`src/rtl/core/bfs_pkg.sv`:
```
// shared types and constants for the breadth-first search block
// no dependencies
package bfs_pkg;

  localparam int NODE_W            = 6;
  localparam int DEF_VERTEX_COUNT  = 64;
  localparam int DEF_EDGE_CAPACITY = 256;

  // controller to datapath commands
  typedef struct packed {
    logic latch_in;
    logic list_rd_add;
    logic add_commit;
    logic init_search;
    logic take_v;
    logic load_edges;
    logic edge_step;
    logic emit;
  } bfs_cmd_t;

  // datapath to controller status
  typedef struct packed {
    logic is_search;
    logic add_ok;
    logic start_ok;
    logic is_goal;
    logic has_edges;
    logic edge_end;
    logic out_free;
    logic out_is_last;
  } bfs_stat_t;

endpackage

```
`src/rtl/core/bfs_ctrl.sv`:
```
// sequencing state machine for edge insertion and search
// depends on bfs_pkg
module bfs_ctrl
  import bfs_pkg::*;
(
  input  logic      clk,
  input  logic      rst_n,
  input  logic      in_valid,
  output logic      in_ready,
  input  bfs_stat_t stat,
  output bfs_cmd_t  cmd
);

  localparam logic [3:0] ST_IDLE   = 4'd0;
  localparam logic [3:0] ST_START  = 4'd1;
  localparam logic [3:0] ST_ADD_WR = 4'd2;
  localparam logic [3:0] ST_DEQ    = 4'd3;
  localparam logic [3:0] ST_QWAIT  = 4'd4;
  localparam logic [3:0] ST_LWAIT  = 4'd5;
  localparam logic [3:0] ST_EDGE   = 4'd6;
  localparam logic [3:0] ST_EWAIT  = 4'd7;
  localparam logic [3:0] ST_EMIT   = 4'd8;

  logic [3:0] state_r, state_nxt;

  assign in_ready = (state_r == ST_IDLE);

  // next state and commands
  always_comb begin
    state_nxt = state_r;
    cmd       = '0;
    case (state_r)
      ST_IDLE: begin
        if (in_valid) begin
          cmd.latch_in = 1'b1;
          state_nxt    = ST_START;
        end
      end
      ST_START: begin
        if (stat.is_search) begin
          if (stat.start_ok) begin
            cmd.init_search = 1'b1;
            state_nxt       = ST_DEQ;
          end else begin
            state_nxt = ST_IDLE;
          end
        end else if (stat.add_ok) begin
          cmd.list_rd_add = 1'b1;
          state_nxt       = ST_ADD_WR;
        end else begin
          state_nxt = ST_IDLE;
        end
      end
      ST_ADD_WR: begin
        cmd.add_commit = 1'b1;
        state_nxt      = ST_IDLE;
      end
      ST_DEQ: begin
        state_nxt = ST_QWAIT;
      end
      ST_QWAIT: begin
        cmd.take_v = 1'b1;
        state_nxt  = ST_LWAIT;
      end
      ST_LWAIT: begin
        if (stat.is_goal || !stat.has_edges) begin
          state_nxt = ST_EMIT;
        end else begin
          cmd.load_edges = 1'b1;
          state_nxt      = ST_EDGE;
        end
      end
      ST_EDGE: begin
        state_nxt = ST_EWAIT;
      end
      ST_EWAIT: begin
        cmd.edge_step = 1'b1;
        state_nxt     = stat.edge_end ? ST_EMIT : ST_EDGE;
      end
      ST_EMIT: begin
        if (stat.out_free) begin
          cmd.emit  = 1'b1;
          state_nxt = stat.out_is_last ? ST_IDLE : ST_DEQ;
        end
      end
      default: begin
        state_nxt = ST_IDLE;
      end
    endcase
  end

  // state register
  always_ff @(posedge clk) begin
    if (!rst_n) begin
      state_r <= ST_IDLE;
    end else begin
      state_r <= state_nxt;
    end
  end

endmodule

```
`config.mk`:
```
export PLATFORM = sky130hd
export DESIGN_NAME = bfs_ctrl
export DESIGN_NICKNAME = d
export VERILOG_FILES = /design/src/rtl/core/bfs_pkg.sv /design/src/rtl/core/bfs_ctrl.sv
export SDC_FILE = /design/constraint.sdc
export NUM_CORES = 1
export LEC_CHECK = 0
export BUFFER_PORTS_ARGS = -buffer_cell sky130_fd_sc_hd__buf_4
export CELL_PAD_IN_SITES_DETAIL_PLACEMENT = 0
export CELL_PAD_IN_SITES_GLOBAL_PLACEMENT = 2
export CORE_ASPECT_RATIO = 1.25
export CORE_MARGIN = 8
export CORE_UTILIZATION = 20
export DETAILED_ROUTE_END_ITERATION = 10
export PLACE_DENSITY_LB_ADDON = 0.2
export SKIP_LAST_GASP = 1
export SLEW_MARGIN = 20
export SYNTH_ARGS = -nofsm -noshare
export SYNTH_HDL_FRONTEND = slang
export SYNTH_SLANG_ARGS = --single-unit
export TNS_END_PERCENT = 50
```
`constraint.sdc`:
```
create_clock -name clk -period 1.6 [get_ports clk]
set_clock_uncertainty 0.15 [all_clocks]
set_input_delay 0.24 -clock clk [delete_from_list [all_inputs] [get_ports clk]]
set_output_delay 0.24 -clock clk [all_outputs]
set_load 0.03 [all_outputs]
```
# Word-level counts from Yosys, hierarchy flattened
# Cells that the tools add are included.
# totals
reg_bits,4
word_cells,39
# classes
eq_ne,10
muxes,24
reduce_logical,4
# op_table
op,n
$pmux 4 s8,1
$mux 4,5
$eq 4x3->1 const B,4
$mux 1,15
$eq 4x2->1 const B,2
$mux 2,3
$eq 4x1->1 const B,1
$eq 4x4->1 const B,1
$logic_not 4->1,1
$ne 2x2->1 const B,2
$reduce_and 2->1,1
$logic_not 1->1,1
$logic_or 1x1->1,1

# Logic depth before layout (Yosys ltp)
# Gate-level depths: netlist (run 1).
# depth
ltp_word,4
ltp_mapped,5
mapped_depth_nobuf,4

# Least setup slack after synthesis (run 1)
# Ideal clock, no wire load.
# synth_path
path_type,flip-flop to output port
from,register state_r[2]
to,output port cmd[7] in the netlist's numbering
arrival_time_ps,1893
required_time_ps,1210
setup_slack_ps,-683
stages_incl_launch_ff,4
path_buffers,1
path_cell_list,dfxtp_1 > buf_4 > nor4_1 > and2_1
# synth_rtl
item,line_no,text
start: declaration,bfs_ctrl.sv:24,"logic [3:0] state_r, state_nxt;"
start signal: assignment,bfs_ctrl.sv:97,state_r <= state_nxt;
end: declaration,bfs_ctrl.sv:11,output bfs_cmd_t cmd

==> impl_metrics.env, run 1 <==
export IMPL_post_route_period_util=1.08
export IMPL_setup_viol=5
export IMPL_drcViolationCount=0
export IMPL_final_common_cell="buf_4"
export IMPL_p_leak_uw=0.000306
export IMPL_ff2ff_setup_slack_ns=-0.01
export IMPL_min_delay_path_depth=2
export IMPL_seq_power_share=0.301
export IMPL_drt_iter0_drc=4
export IMPL_timing_slew_headroom=0.828
export IMPL_gr_total_overflow=0
export IMPL_pwr_share_clk=0.350
export IMPL_worstSkewPairLatency_ns=0.24
export IMPL_synth_top_area_cell="dfxtp_1"
export IMPL_die_h_um=62.5
export IMPL_worstHoldStart="rst_n"
export IMPL_die_w_um=53.2
export IMPL_hold_viol=0
export IMPL_crit_arrival_ns=1.33
export IMPL_status="finished, violations left"
export IMPL_worstMarginPinSlew_ns=0.257
export IMPL_dp_hpwl_um=941
export IMPL_syn_to_final_growth_pct=93.5
export IMPL_clk_pin_slew_ns=0.04
export IMPL_power_switching_uw=108
export IMPL_min_path_type="input pin to register"
export IMPL_syn_nets=54
export IMPL_cts_tree="yes"
export IMPL_ys_flop_type="dfxtp_1"
export IMPL_coreArea_um2=1700
export IMPL_regToRegStartpoint="state_r[2]$_SDFFE_PN0P_"
export IMPL_ys_types=27
export IMPL_grt_max_degree=8
export IMPL_gp_congestion=0.730
export IMPL_synthArstFlopShare=0
export IMPL_swShare=0.294
export IMPL_vias_per_cell=4.69
export IMPL_tritoncts_num_buffers=3
export IMPL_ir_worst_vdd_uv=239
export IMPL_final_cells=93
export IMPL_critPathMaxStageDelay_ns=0.33
export IMPL_total_power_uw=367
export IMPL_violations="setup timing"
export IMPL_boundaryPins=20
export IMPL_largest_reg_flops=4
export IMPL_cp_required_ns=1.21
export IMPL_yosys_area_top_type_share=0.231
export IMPL_worstPathMaxFanout=3
export IMPL_mostFrequentLayoutCells="buf_4, buf_6"
export IMPL_synth_seq_area_share=0.231
export IMPL_pwr_share_comb=0.349
export IMPL_antenna_found_initial=0
export IMPL_grt_pass1_vias=461
export IMPL_r2r_cells=7
export IMPL_drt_antenna_violating_nets=0
export IMPL_crit_slowest_cell="dfxtp_2"
export IMPL_synth_edf_count=0
export IMPL_start_util=0.204
export IMPL_synth_area_um2=347
export IMPL_worst_setup_path_type="register to output pin"
export IMPL_antennaDiodeCount=0
export IMPL_synth_seq_cells=4
export IMPL_port_buffers=19
export IMPL_clock_path_buffers=2
export IMPL_endpoint_kind="output pin"
export IMPL_post_drt_wl_per_cell_um=12.9
export IMPL_postCtsHoldBufs=0
export IMPL_p_per_area_nw_per_um2=547
export IMPL_timing_rr_end="state_r[0]$_SDFFE_PN0P_"
export IMPL_dieArea_um2=3330
export IMPL_cap_violations=0
export IMPL_max_freq_mhz=581
export IMPL_firstDrtPassIters=4
export IMPL_multi_input_area_um2=267
export IMPL_dp_cells=82
export IMPL_track_usage=0.0778
export IMPL_synth_cells=43
export IMPL_final_nets=87
export IMPL_synthTopCellsByArea="dfxtp_1, nor4b_4, o21ba_4, nand3_1, inv_1"
export IMPL_n_fill_cell=204
export IMPL_register_area_um2=87.6
export IMPL_largest_registers="state_r: 4 flops"
export IMPL_regMostFlops="state_r"
export IMPL_via_count=436
export IMPL_rsz0062_at_grt="yes"
export IMPL_num_rows=17
export IMPL_grt_pass1_wl_um=1930
export IMPL_finalWorstPathRequiredPeriod_ns=1.72
export IMPL_min_to="state_r[3]$_SDFFE_PN0P_"
export IMPL_final_layout_size_suffix_gt1_frac=0.716
export IMPL_root_buffer="clkbuf_4"
export IMPL_finalHoldWorstSlack_ns=0.0844
export IMPL_cp_num_buf_inv=2
export IMPL_critical_path_cell_chain="buf_6 -> nor4b_4 -> and3b_2 -> buf_6"
export IMPL_cts_sinks=4
export IMPL_crit_family="simple AND/OR/NAND/NOR gates"
export IMPL_power_internal_uw=259
export IMPL_htreeDepth=1
export IMPL_ys_warnings_count=0
export IMPL_syn_avg_cell_area_um2=8.06
export IMPL_setup_slack_ns=-0.121
export IMPL_postLayoutCoreUtil=0.394
export IMPL_critPathLaunchType="register"
export IMPL_drv_slew=0
export IMPL_wl_um=1200
export IMPL_cpMostUsedCell="buf_6"
-- synth_stat cells, types with 2 or more instances --
cell	number
dfxtp_1	4
inv_1	4
nor2_1	4
nand3_1	3
a21oi_1	2
and2_1	2
nand2_1	2
o21ai_0	2
o22ai_1	2
-- layout make-up --
type                       instances  area share
clock buffer                       3      0.0336
inverter                           4      0.0224
multi-input combinational         32       0.397
sequential                         4       0.131
tap                               19      0.0354
timing repair buffer              31       0.381
-- routing by layer --
| layer | part of all wire | GRT usage | up-vias |
|---|---|---|---|
| li1 | - | - | 217 |
| met4 | 0.0058 | 0.0380 | 0 |
| met1 | 0.37 | 0.0675 | 204 |
| met5 | 0 | 0 | - |
| met2 | 0.54 | 0.128 | 13 |
| met3 | 0.085 | 0.0548 | 2 |
-- power by group through the flow --
| stage | logic, µW | clock network, µW | registers (µW) |
|---|---|---|---|
| after floorplan | 71.4 | 0 | 106 |
| after global placement | 112 | 0 | 113 |
| after detailed placement | 111 | 0 | 113 |
| after CTS | 120 | 135 | 111 |
| after global routing | 136 | 155 | 112 |
| final | 128 | 128 | 111 |
-- per-stage QoR --
step | setup WS [ns] | instance area (µm²) | TNS, ns
CTS | -0.160 | 627 | -0.500
floorplan | -0.0164 | 370 | -0.0164
finish | -0.121 | 671 | -0.266
detailed placement | 0.0451 | 539 | 0
global placement | 0.0432 | 539 | 0
global route | -0.207 | 671 | -1.00
-- cells by family (layout without fill, tap and decap cells) --
family,Yosys count,count (layout),share of synthesized area
AOI/OAI and AO/OA,11,11,0.235
buffers and inverters,7,38,0.112
DFF,4,4,0.231
and+or+nand+nor,21,21,0.422
-- how the worst max path moves through the flow --
stage                                 start  endpoint  slack (ns)  cells after the start
detailed placement  state_r[1]$_SDFFE_PN0P_    cmd[6]        0.05                      3
global route        state_r[2]$_SDFFE_PN0P_    cmd[6]       -0.21                      4
global placement    state_r[1]$_SDFFE_PN0P_    cmd[6]        0.04                      3
finish              state_r[2]$_SDFFE_PN0P_    cmd[6]       -0.12                      4
CTS                 state_r[2]$_SDFFE_PN0P_    cmd[6]       -0.16                      4
floorplan           state_r[2]$_SDFFE_PN0P_    cmd[7]       -0.02                      3
-- timing repair --
item | in CTS | in global routing
cloned | 0 | 0
setup endpoints to repair | 9 | 10
resized for setup | 11 | 6
pin swaps | 4 | 6
buffers inserted | 5 | 3
endpoints found under the hold margin | 0 | 0
Power figures use the tool's default switching activity.
==> run 2: changes to the inputs <==
Settings changed: PLACE_DENSITY set to 0.76, PLACE_DENSITY_LB_ADDON 0.2 to unset.
==> run 2 against run 1 <==
  * The run still ends with setup timing left
  * Clock power about the same
  * Utilization down 1.2 points
  * Combinational power decreased by 7%
  * Flip-flop and latch count stayed put
  * Sequential power about the same
  * Critical path type unchanged
==> impl_metrics.env, run 2 (synthesis results as in run 1) <==
export IMPL_vias_per_cell=4.78
export IMPL_drv_slew=0
export IMPL_critPathMaxStageDelay_ns=0.36
export IMPL_max_freq_mhz=606
export IMPL_tritoncts_num_buffers=3
export IMPL_syn_to_final_growth_pct=87.7
export IMPL_timing_slew_headroom=0.835
export IMPL_crit_slowest_cell="dfxtp_4"
export IMPL_min_path_type="input pin to register"
export IMPL_worstSkewPairLatency_ns=0.24
export IMPL_critPathLaunchType="register"
export IMPL_post_drt_wl_per_cell_um=12.8
export IMPL_drt_iter0_drc=3
export IMPL_fin_area_um2=651
export IMPL_htreeDepth=1
export IMPL_grt_pass1_vias=461
export IMPL_dp_hpwl_um=898
export IMPL_grt_max_degree=9
export IMPL_regMostFlops="state_r"
export IMPL_status="finished, violations left"
export IMPL_endpoint_kind="output pin"
export IMPL_via_count=430
export IMPL_finalWorstPathRequiredPeriod_ns=1.65
export IMPL_antennaDiodeCount=0
export IMPL_mostFrequentLayoutCells="buf_4, buf_6"
export IMPL_num_rows=17
export IMPL_setup_slack_ns=-0.0514
export IMPL_cap_violations=0
export IMPL_die_w_um=53.2
export IMPL_final_setup_tns_ns=-0.127
export IMPL_wl_um=1150
export IMPL_track_usage=0.0747
export IMPL_postPlaceCellArea_um2=532
export IMPL_antenna_found_initial=0
export IMPL_boundaryPins=20
export IMPL_clk_pin_slew_ns=0.04
export IMPL_setup_viol=4
export IMPL_p_leak_uw=0.000289
export IMPL_cp_num_buf_inv=1
export IMPL_root_buffer="clkbuf_4"
export IMPL_worst_setup_path_type="register to output pin"
export IMPL_die_h_um=62.5
export IMPL_final_common_cell="buf_4"
export IMPL_dieArea_um2=3330
export IMPL_rsz0062_at_grt="yes"
export IMPL_grt_pass1_wl_um=1840
export IMPL_worstMarginPinSlew_ns=0.244
export IMPL_start_util=0.204
export IMPL_violations="setup timing"
export IMPL_final_layout_size_suffix_gt1_frac=0.704
export IMPL_gp_congestion=0.750
export IMPL_port_buffers=19
export IMPL_final_nets=84
export IMPL_largest_registers="state_r: 4 flops"
export IMPL_crit_family="simple AND/OR/NAND/NOR gates"
export IMPL_hold_viol=0
export IMPL_drt_antenna_violating_nets=0
export IMPL_coreArea_um2=1700
export IMPL_post_route_period_util=1.03
export IMPL_critical_path_cell_chain="nor4b_4 -> and3b_2 -> buf_6"
export IMPL_cts_tree="yes"
export IMPL_largest_reg_flops=4
export IMPL_crit_arrival_ns=1.26
export IMPL_worstPathMaxFanout=5
export IMPL_gr_total_overflow=0
export IMPL_p_per_area_nw_per_um2=546
export IMPL_cp_required_ns=1.21
export IMPL_clock_path_buffers=2
export IMPL_post_place_ws_ns=0.0612
export IMPL_cts_sinks=4
export IMPL_drcViolationCount=0
export IMPL_ir_worst_vdd_uv=365
export IMPL_firstDrtPassIters=4
## run 2: changes by cell type in the layout (fill, tap and decap cells not counted), sizes merged
cell  delta
buf      -3
## run 2: final timing paths
check	cells past startpoint	from	slack (ns)	end
setup / recovery	3	state_r[2]$_SDFFE_PN0P_	-0.05	cmd[6]
hold / removal	2	rst_n	0.08	state_r[3]$_SDFFE_PN0P_
setup reg to reg	6	state_r[2]$_SDFFE_PN0P_	0.06	state_r[1]$_SDFFE_PN0P_
hold reg to reg	2	state_r[1]$_SDFFE_PN0P_	0.41	state_r[2]$_SDFFE_PN0P_
## run 2: power breakdown
group	internal (µW)	switching [µW]
clock	84.0	42.8
combinational	64.8	54.3
sequential	102	7.68
## run 2: layer usage
metal | global-route usage | part of all wire | up-vias
li1 | - | - | 210
met1 | 0.0650 | 0.38 | 205
met2 | 0.125 | 0.55 | 11
met3 | 0.0190 | 0.023 | 4
met4 | 0.0759 | 0.041 | 0
met5 | 0 | 0 | -
## run 2: area by class of cell
type                       count  area, µm²
fill                         196       1050
sequential                     4       92.6
tap                           19       23.8
multi-input combinational     32        272
clock buffer                   3       22.5
inverter                       4       15.0
timing repair buffer          28        225
## run 2: metrics by stage
stage | total power [µW] | utilization | hold WS [ns] | cells
after floorplan | 178 | - | 0.212 | 43
after global placement | 223 | 0.313 | 0.323 | 81
after detailed placement | 222 | 0.313 | 0.319 | 81
after CTS | 359 | 0.363 | 0.0744 | 89
after global routing | 375 | 0.382 | 0.0868 | 90
final | 355 | 0.382 | 0.0781 | 90
## run 2: repair_timing
item                                    in CTS  in global routing
buffers inserted                             5                  1
endpoints found under the setup margin       9                 10
pin swaps                                    3                  2
hold buffers                                 0                  0
resized for setup                           10                  8
endpoints found under the hold margin        0                  0
